$ cat config.mk
export PLATFORM = sky130hd
export DESIGN_NAME = serial_command_frame_decoder_unit
export DESIGN_NICKNAME = d
export VERILOG_FILES = /design/src/hw/rtl/scfd_pkg.sv /design/src/hw/rtl/scfd_frame_asm.sv /design/src/hw/rtl/scfd_cmd_decode.sv /design/src/hw/rtl/serial_command_frame_decoder_unit.sv
export SDC_FILE = /design/constraint.sdc
export NUM_CORES = 1
export LEC_CHECK = 0
export BUFFER_PORTS_ARGS = -buffer_cell sky130_fd_sc_hd__buf_2
export CORE_UTILIZATION = 50
export DETAILED_ROUTE_END_ITERATION = 10
export MAX_ROUTING_LAYER = met4
export PLACE_DENSITY_LB_ADDON = 0.3
export SYNTH_ARGS = -nofsm -noshare
export SYNTH_HDL_FRONTEND = slang
export SYNTH_HIERARCHICAL = 1
export SYNTH_SLANG_ARGS = --single-unit
$ cat constraint.sdc
create_clock -name aclk -period 3 [get_ports aclk]
set_input_delay 0.3 -clock aclk [delete_from_list [all_inputs] [get_ports aclk]]
set_output_delay 0.3 -clock aclk [all_outputs]
set_load 0.01 [all_outputs]
$ cat src/hw/rtl/scfd_pkg.sv
`timescale 1ns / 1ps

package scfd_pkg;

    // command bytes
    localparam logic [7:0] CMD_SPEED_0 = 8'hAA;
    localparam logic [7:0] CMD_SPEED_1 = 8'hAB;
    localparam logic [7:0] CMD_SPEED_2 = 8'hAC;
    localparam logic [7:0] CMD_TIME_0  = 8'hFA;
    localparam logic [7:0] CMD_TIME_1  = 8'hFB;
    localparam logic [7:0] CMD_TIME_2  = 8'hFC;
    localparam logic [7:0] CMD_DIST_0  = 8'hEA;
    localparam logic [7:0] CMD_DIST_1  = 8'hEB;
    localparam logic [7:0] CMD_DIST_2  = 8'hEC;
    localparam logic [7:0] CMD_START   = 8'hBA;
    localparam logic [7:0] CMD_STOP    = 8'hBB;

    // setting slots
    localparam logic [3:0] SLOT_SPEED_0 = 4'd0;
    localparam logic [3:0] SLOT_SPEED_1 = 4'd1;
    localparam logic [3:0] SLOT_SPEED_2 = 4'd2;
    localparam logic [3:0] SLOT_TIME_0  = 4'd3;
    localparam logic [3:0] SLOT_TIME_1  = 4'd4;
    localparam logic [3:0] SLOT_TIME_2  = 4'd5;
    localparam logic [3:0] SLOT_DIST_0  = 4'd6;
    localparam logic [3:0] SLOT_DIST_1  = 4'd7;
    localparam logic [3:0] SLOT_DIST_2  = 4'd8;
    localparam logic [3:0] SLOT_NONE    = 4'd9;

    localparam int unsigned NUM_SLOTS = 9;

    localparam logic [NUM_SLOTS-1:0] MARKS_TIMED = 9'h03F;
    localparam logic [NUM_SLOTS-1:0] MARKS_DIST  = 9'h1C7;

    // frame byte positions
    localparam logic [1:0] POS_CMD  = 2'd0;
    localparam logic [1:0] POS_LOW  = 2'd1;
    localparam logic [1:0] POS_HIGH = 2'd2;
    localparam logic [1:0] POS_FULL = 2'd3;

    // configuration register map
    localparam int unsigned APB_ADDR_W = 3;
    localparam logic        REG_END_MARKER = 1'b0;
    localparam logic [7:0]  END_MARKER_RESET = 8'hFF;

    localparam int unsigned OUT_DATA_W = 24;

    // frame view after the current byte has been stored
    typedef struct packed {
        logic        is_end;
        logic [7:0]  cmd;
        logic [15:0] value;
    } frame_t;

    typedef struct packed {
        logic        led_off;
        logic        drive_enable;
        logic        distance_run_ready;
        logic        timed_run_ready;
        logic [15:0] frame_value;
        logic [3:0]  slot_written;
    } result_t;

    function automatic logic [3:0] slot_of(input logic [7:0] cmd);
        logic [3:0] slot;
        case (cmd)
            CMD_SPEED_0: slot = SLOT_SPEED_0;
            CMD_SPEED_1: slot = SLOT_SPEED_1;
            CMD_SPEED_2: slot = SLOT_SPEED_2;
            CMD_TIME_0:  slot = SLOT_TIME_0;
            CMD_TIME_1:  slot = SLOT_TIME_1;
            CMD_TIME_2:  slot = SLOT_TIME_2;
            CMD_DIST_0:  slot = SLOT_DIST_0;
            CMD_DIST_1:  slot = SLOT_DIST_1;
            CMD_DIST_2:  slot = SLOT_DIST_2;
            default:     slot = SLOT_NONE;
        endcase
        return slot;
    endfunction

endpackage

$ cat src/hw/rtl/scfd_frame_asm.sv
`timescale 1ns / 1ps

module scfd_frame_asm
    import scfd_pkg::*;
(
    input  logic       aclk,
    input  logic       aresetn,
    input  logic       advance,
    input  logic [7:0] rx_byte,
    input  logic [7:0] end_marker,
    output frame_t     frame
);

    logic [1:0] pos_reg, pos_next;
    logic [7:0] byte0_reg, byte1_reg, byte2_reg;
    logic [7:0] byte0_next, byte1_next, byte2_next;

    always_comb begin
        byte0_next = (pos_reg == POS_CMD)  ? rx_byte : byte0_reg;
        byte1_next = (pos_reg == POS_LOW)  ? rx_byte : byte1_reg;
        byte2_next = (pos_reg == POS_HIGH) ? rx_byte : byte2_reg;

        frame.is_end = (rx_byte == end_marker);
        frame.cmd    = byte0_next;
        frame.value  = {byte2_next, byte1_next};

        // saturate at the long-frame position, restart after a decode
        if (frame.is_end) begin
            pos_next = POS_CMD;
        end else if (pos_reg != POS_FULL) begin
            pos_next = pos_reg + 2'd1;
        end else begin
            pos_next = pos_reg;
        end
    end

    always_ff @(posedge aclk) begin
        if (!aresetn) begin
            pos_reg   <= POS_CMD;
            byte0_reg <= '0;
            byte1_reg <= '0;
            byte2_reg <= '0;
        end else if (advance) begin
            pos_reg   <= pos_next;
            byte0_reg <= byte0_next;
            byte1_reg <= byte1_next;
            byte2_reg <= byte2_next;
        end
    end

endmodule

$ cat src/hw/rtl/scfd_cmd_decode.sv
`timescale 1ns / 1ps

module scfd_cmd_decode
    import scfd_pkg::*;
(
    input  logic    aclk,
    input  logic    aresetn,
    input  logic    advance,
    input  frame_t  frame,
    output result_t result
);

    logic [NUM_SLOTS-1:0] marks_reg, marks_next;
    logic                 drive_reg, drive_next;
    logic [NUM_SLOTS-1:0] marks_set, marks_after_timed;
    logic [3:0]           slot;
    logic                 timed, dist_done;

    always_comb begin
        slot      = slot_of(frame.cmd);
        marks_set = marks_reg;
        if (slot != SLOT_NONE) begin
            marks_set[slot] = 1'b1;
        end

        // timed group first: it takes the speed marks away from the distance group
        timed             = ((marks_set & MARKS_TIMED) == MARKS_TIMED);
        marks_after_timed = timed ? (marks_set & ~MARKS_TIMED) : marks_set;
        dist_done         = ((marks_after_timed & MARKS_DIST) == MARKS_DIST);
        marks_next        = dist_done ? (marks_after_timed & ~MARKS_DIST) : marks_after_timed;

        drive_next = drive_reg | timed | dist_done;
        if (frame.cmd == CMD_START) begin
            drive_next = 1'b1;
        end
        if (frame.cmd == CMD_STOP) begin
            drive_next = 1'b0;
        end

        result.slot_written       = slot;
        result.frame_value        = frame.value;
        result.timed_run_ready    = timed;
        result.distance_run_ready = dist_done;
        result.drive_enable       = drive_next;
        result.led_off            = timed | (slot == SLOT_SPEED_1);
    end

    always_ff @(posedge aclk) begin
        if (!aresetn) begin
            marks_reg <= '0;
            drive_reg <= 1'b0;
        end else if (advance && frame.is_end) begin
            marks_reg <= marks_next;
            drive_reg <= drive_next;
        end
    end

endmodule

$ cat src/hw/rtl/serial_command_frame_decoder_unit.sv
`timescale 1ns / 1ps

// Serial command frame decoder. Takes one received byte per transfer on the
// s_ channel and emits one result transfer on the m_ channel for each byte
// equal to the end marker (register 0, reset 0xFF); other bytes produce
// nothing. One byte is taken every cycle while results are drained. A byte
// passes an input register, then one pass of frame assembly and command
// decode, then the result register. The result register holds a finished
// frame while the next byte is taken into the input stage.
module serial_command_frame_decoder_unit
    import scfd_pkg::*;
(
    input  logic                  aclk,
    input  logic                  aresetn,
    // input stream
    input  logic                  s_tvalid,
    output logic                  s_tready,
    input  logic [7:0]            s_tdata,   // [7:0] rx_byte
    // result stream
    output logic                  m_tvalid,
    input  logic                  m_tready,
    // [3:0] slot_written, [19:4] frame_value, [20] timed_run_ready,
    // [21] distance_run_ready, [22] drive_enable, [23] led_off
    output logic [OUT_DATA_W-1:0] m_tdata,
    // configuration
    input  logic                  psel,
    input  logic                  penable,
    input  logic                  pwrite,
    input  logic [APB_ADDR_W-1:0] paddr,
    input  logic [31:0]           pwdata,
    output logic [31:0]           prdata,
    output logic                  pready
);

    logic       in_valid_reg;
    logic [7:0] in_byte_reg;
    logic [7:0] end_marker_reg;
    logic       out_valid_reg;
    result_t    out_data_reg;
    logic       advance;
    frame_t     frame;
    result_t    result;

    assign pready = 1'b1;
    assign prdata = (paddr[2] == REG_END_MARKER) ? {24'd0, end_marker_reg} : 32'd0;

    always_ff @(posedge aclk) begin
        if (!aresetn) begin
            end_marker_reg <= END_MARKER_RESET;
        end else if (psel && penable && pwrite && paddr[2] == REG_END_MARKER) begin
            end_marker_reg <= pwdata[7:0];
        end
    end

    // process the held byte when the result register is free or being drained
    assign advance  = in_valid_reg && (!out_valid_reg || m_tready);
    assign s_tready = !in_valid_reg || advance;

    always_ff @(posedge aclk) begin
        if (!aresetn) begin
            in_valid_reg <= 1'b0;
        end else if (s_tready) begin
            in_valid_reg <= s_tvalid;
        end
    end

    always_ff @(posedge aclk) begin
        if (s_tready && s_tvalid) begin
            in_byte_reg <= s_tdata;
        end
    end

    scfd_frame_asm u_frame_asm (
        .aclk       (aclk),
        .aresetn    (aresetn),
        .advance    (advance),
        .rx_byte    (in_byte_reg),
        .end_marker (end_marker_reg),
        .frame      (frame)
    );

    scfd_cmd_decode u_cmd_decode (
        .aclk    (aclk),
        .aresetn (aresetn),
        .advance (advance),
        .frame   (frame),
        .result  (result)
    );

    always_ff @(posedge aclk) begin
        if (!aresetn) begin
            out_valid_reg <= 1'b0;
        end else if (advance && frame.is_end) begin
            out_valid_reg <= 1'b1;
        end else if (m_tready) begin
            out_valid_reg <= 1'b0;
        end
    end

    always_ff @(posedge aclk) begin
        if (advance && frame.is_end) begin
            out_data_reg <= result;
        end
    end

    assign m_tvalid = out_valid_reg;
    assign m_tdata  = out_data_reg;

endmodule

## Word level (Yosys, flattened, before mapping)

Index checks and enable logic that the tools add are counted.

| word-level totals | value |
|---|---|
| bits in registers | 78 |
| input bits | 50 |
| logic and storage cells | 74 |

| cells by class | value |
|---|---|
| add/subtract/negate cells | 1 |
| $lt $le $gt $ge | 2 |
| equality and inequality tests | 19 |
| mux-type cells | 16 |
| bitwise operators | 5 |
| reduce and logical (&&, ||, !) cells | 15 |

Operator list:

| cell | number |
|---|---|
| 8-bit equality test, second input constant | 11 |
| 4-bit one-hot mux with 9 select lines | 1 |
| 8-bit 2-to-1 mux | 4 |
| 9-bit 2-to-1 mux | 2 |
| 6-bit equality test, second input constant | 2 |
| 9-bit bitwise OR | 1 |
| 8-bit equality test | 1 |
| 1-bit logical AND | 7 |
| 6-bit 2-to-1 mux | 1 |
| 4-bit by 5-bit less-than comparator with 1-bit output, second input constant | 1 |
| 1-bit 2-to-1 mux | 5 |
| 1-bit demux with 4-bit select | 1 |
| 4-bit by 1-bit equality test with 1-bit output, second input constant | 1 |
| 4-bit by 1-bit greater-or-equal comparator with 1-bit output, second input constant | 1 |
| 2-bit 2-to-1 mux | 2 |
| 4-bit inequality test, second input constant | 1 |
| 2-bit nonzero test | 2 |
| 1-bit bitwise OR | 3 |
| 2-bit by 1-bit adder with 2-bit output, second input constant | 1 |
| 2-bit by 1-bit equality test with 1-bit output, second input constant | 1 |
| 2-bit equality test, second input constant | 1 |
| 1-bit zero test | 2 |
| 2-bit zero test | 1 |
| 1-bit logical OR | 2 |
| 3 further kinds | 3 |

## Longest topological paths before layout

| depth | value |
|---|---|
| depth after elaboration | 16 |
| gate-level depth with buffers | 13 |
| mapped depth without buffers | 8 |

## Hierarchy

The synthesis kept the hierarchy.

Modules (own cells, without submodules):

| module | instances | cells an instance | area an instance (um^2) | sequential area each (um^2) |
|---|---|---|---|---|
| serial_command_frame_decoder_unit | 1 | 113 | 1686.6 | 1161.1 |
| scfd_frame_asm | 1 | 134 | 1466.4 | 520.5 |
| scfd_cmd_decode | 1 | 107 | 879.6 | 200.2 |

## Worst setup path before layout

Ideal clock, no wire load.

| path | value |
|---|---|
| path type | register -> register |
| start | register u_frame_asm.pos_reg[0] |
| end | register out_data_reg (netlist bit m_tdata[22]), data pin |
| arrival | 2.476 ns |
| required time | 2.875 ns |
| path slack | 0.398 ns |
| stages on the path, launching flop included | 13 |
| path buffers | 4 |
| clock period less this slack | 2.602 ns |
| cells stage by stage | dfxtp_1 -> inv_1 -> ha_1 -> buf_6 -> mux2_2 -> buf_6 -> and4bb_1 -> a21oi_2 -> or3_1 -> buf_6 -> a211o_1 -> nand2_1 -> buf_4 |

RTL lines:

| element | RTL line | text |
|---|---|---|
| start: declaration | scfd_frame_asm.sv:14 | `logic [1:0] pos_reg, pos_next;` |
| start signal: assignment | scfd_frame_asm.sv:44 | `pos_reg <= pos_next;` |
| end signal: assignment | serial_command_frame_decoder_unit.sv:102 | `out_data_reg <= result;` |
| end: declaration | serial_command_frame_decoder_unit.sv:39 | `result_t out_data_reg;` |

==> results_dict.tcl <==
set metrics [dict create \
    tritoncts "built" \
    overflow 0 \
    clock.fmax_mhz 363 \
    largest_register_ffs 24 \
    gp_congestion 0.913 \
    synth_edf_count 32 \
    area_growth_pct 9.49 \
    syn-cell-area_um2 4030 \
    synth_cell_types 48 \
    synth_ff_type "dfxtp_1" \
    worst-path-max-fanout 8 \
    ios 109 \
    drtIter0Drc 134 \
    ant_nets 0 \
    ys_seq_area_share_pct 46.7 \
    dr_total_vias 2551 \
    critPathMaxStageDelay_ps 450 \
    finalSetupViolations 0 \
    critPathLaunchType "flop" \
    drc 0 \
    finalWirelength_mm 7.21 \
    synth-xor-area-share_pct 1.74 \
    vias_per_cell 5.10 \
    synth-simple-area-share_pct 16.7 \
    start_util_pct 51.9 \
    fin_crit_ps 2750 \
    synthArstFlopShare_pct 0 \
    final.setup_skew_ps 9.20 \
    numPortBuffers 57 \
    first_pass_iters 4 \
    leakagePower_nw 1.70 \
    vdd_drop_max_mv 0.263 \
    critPathRequiredTime_ps 3230 \
    worst_setup_path_end_kind "flop" \
    outcome "completed" \
    clock_sinks 78 \
    synthCells 354 \
    crit_buf_inv 1 \
    clk_pin_slew_ps 80 \
    rsz0062_at_grt "no" \
    cts_buffers 9 \
    power_mw 2.36 \
    cp_top_family "simple AND/OR/NAND/NOR gates" \
    grt_max_degree 55 \
    n_antenna_cell 0 \
    finalHoldViolCount 0 \
    clk_latency_ps 350 \
    synthAdderAreaFrac_pct 1.24 \
    htreeDepth 3 \
    slew_headroom_pct 46.4 \
    wl_per_cell_um 14.4 \
    holdCritPathClass "in2reg" \
    criticalPathCategory "reg2reg" \
    cp_slowest_cell "or3_4" \
    fill_cells 678 \
    tightest_slew_ps 803 \
    synth_compound_area_share_pct 7.11 \
    grt_pass1_vias 2339 \
    cellPowerDensity_nw_per_um2 535 \
    multiInputGateArea_um2 1800 \
    synth_seq_cells 78 \
    die_w_um 91.8 \
    holdBufCountCts 0 \
    grt_pass1_wl_mm 11.7 \
    yosys-mux-area-fraction_pct 14.9 \
    dieArea_um2 8430 \
    cp_cell_sequence "inv_1 > ha_2 > mux2_2 > and4bb_1 > a21oi_1 > or3_4 > o41ai_4 > nor2_1" \
    synth_top_family_by_area "simple AND/OR/NAND/NOR gates" \
    clockBufferDepth 2 \
    layout-drive-gt1-share_pct 30.9 \
    fin_setup_tns_ps 0 \
    register_area_um2 1880 \
    dpl.hpwl_mm 4.87 \
    maxCapViolations 0 \
    arrival_ps 2980 \
    cts_root_buf "clkbuf_8" \
    antenna_found_initial 0 \
    gr-usage-all-layers_pct 18.6 \
    synth.avg_cell_area_um2 11.4 \
    die_h_um 91.8 \
    nets 447 \
    ys.warnings.count 6 \
    layout_worst_path_cycle_share_pct 91.7 \
    maxSlewViolCount 0 \
    core_um2 7770 \
    rows 32 \
]
[timing repair]
action,4_1_cts,5_1_grt
setup endpoints to repair,0,11
resized for setup,0,5
setup buffers,0,0
[where the power goes]
group          internal [mW]  switching, mW  total, mW
Clock                  0.637          0.375       1.01
Combinational         0.0976          0.112      0.210
Sequential              1.12         0.0213       1.14
[worst register-to-register path, stage by stage, from the launching register on]
cell and delay, ps:
dfxtp_1 370, inv_1 100, ha_2 300, mux2_2 420, and4bb_1 420, a21oi_1 150, or3_4 450, o41ai_4 340
nor2_1 80
[final timing paths]
| check | start | to | slack [ps] | depth (start not counted) |
|---|---|---|---|---|
| setup reg to reg | u_frame_asm/pos_reg[0]$_SDFFE_PN0P_ | u_cmd_decode/marks_reg[8]$_SDFFE_PN0P_ | 250 | 8 |
| hold reg to reg | u_cmd_decode/marks_reg[7]$_SDFFE_PN0P_ | u_cmd_decode/marks_reg[7]$_SDFFE_PN0P_ | 480 | 2 |
| hold / removal | s_tdata[7] | in_byte_reg[7]$_DFFE_PP_ | 130 | 1 |
| setup / recovery | u_frame_asm/pos_reg[0]$_SDFFE_PN0P_ | u_cmd_decode/marks_reg[8]$_SDFFE_PN0P_ | 250 | 8 |
[Yosys cell counts (all sizes together) (3+ instances only)]
cell type	n	area share (%)
a21oi	15	2.0
and2b	8	1.7
nor3	6	0.74
inv	5	0.47
dfxtp	46	23
nand2	6	0.56
edfxtp	32	24
nor2b	41	6.4
o21ai	8	0.99
mux2	24	6.7
ha	4	1.2
mux2i	33	8.2
buf	55	11
and4bb	3	1.0
clkbuf	3	0.28
nand3	3	0.37
xnor2	8	1.7
and2	3	0.47
nand4	3	0.47
nand3b	5	0.93
and4b	3	0.74
nor2	13	1.2
[through the flow]
| stage | util, % | hold slack [ps] | cell area [µm²] | instances | worst slack (ps) |
|---|---|---|---|---|---|
| final | 56.8 | 126 | 4420 | 500 | 248 |
| after global placement | 53.2 | 457 | 4140 | 484 | 124 |
| after global routing | 56.8 | 112 | 4420 | 500 | 24.8 |
| after detailed placement | 53.2 | 467 | 4140 | 484 | 102 |
| after floorplan | - | 399 | 4120 | 377 | 398 |
| after CTS | 56.6 | 114 | 4400 | 500 | 70.0 |
[cell type report]
class                   count  share of cell area, %
flip-flops and latches     78                   42.6
multi-input cells         236                   40.7
repair buffers             63                   7.48
clock inverters             6                   3.03
clock buffers              10                   2.89
well taps                 102                   2.89
inverters                   5                  0.425
[placed cells by master, fill, tap and decap left out, drive strengths merged, types with 8 or more instances in the layout]
cell type  count
xnor2          8
mux2i         33
o21ai          8
buf           63
and2b          8
edfxtp        32
clkbuf        10
nor2b         41
nor2          13
mux2          24
dfxtp         46
a21oi         15
conb          25
[layer usage]
| layer | vias up | global-route usage [%] | share of wire, % |
|---|---|---|---|
| met5 | - | - | 0 |
| met4 | 0 | 7.29 | 1.3 |
| met3 | 9 | 3.73 | 4.7 |
| met2 | 85 | 29.1 | 47 |
| met1 | 1207 | 23.7 | 47 |
| li1 | 1250 | - | - |
[logic make-up after synthesis]
group / after synthesis
muxes: 57
DFF: 78
other: 2
adders and majority gates: 4
and+or+nand+nor: 104
xor gates and xnor gates: 8
buffers and inverters: 63
AOI/OAI and AO/OA: 38
No activity file was read; power rests on OpenSTA's default activity.
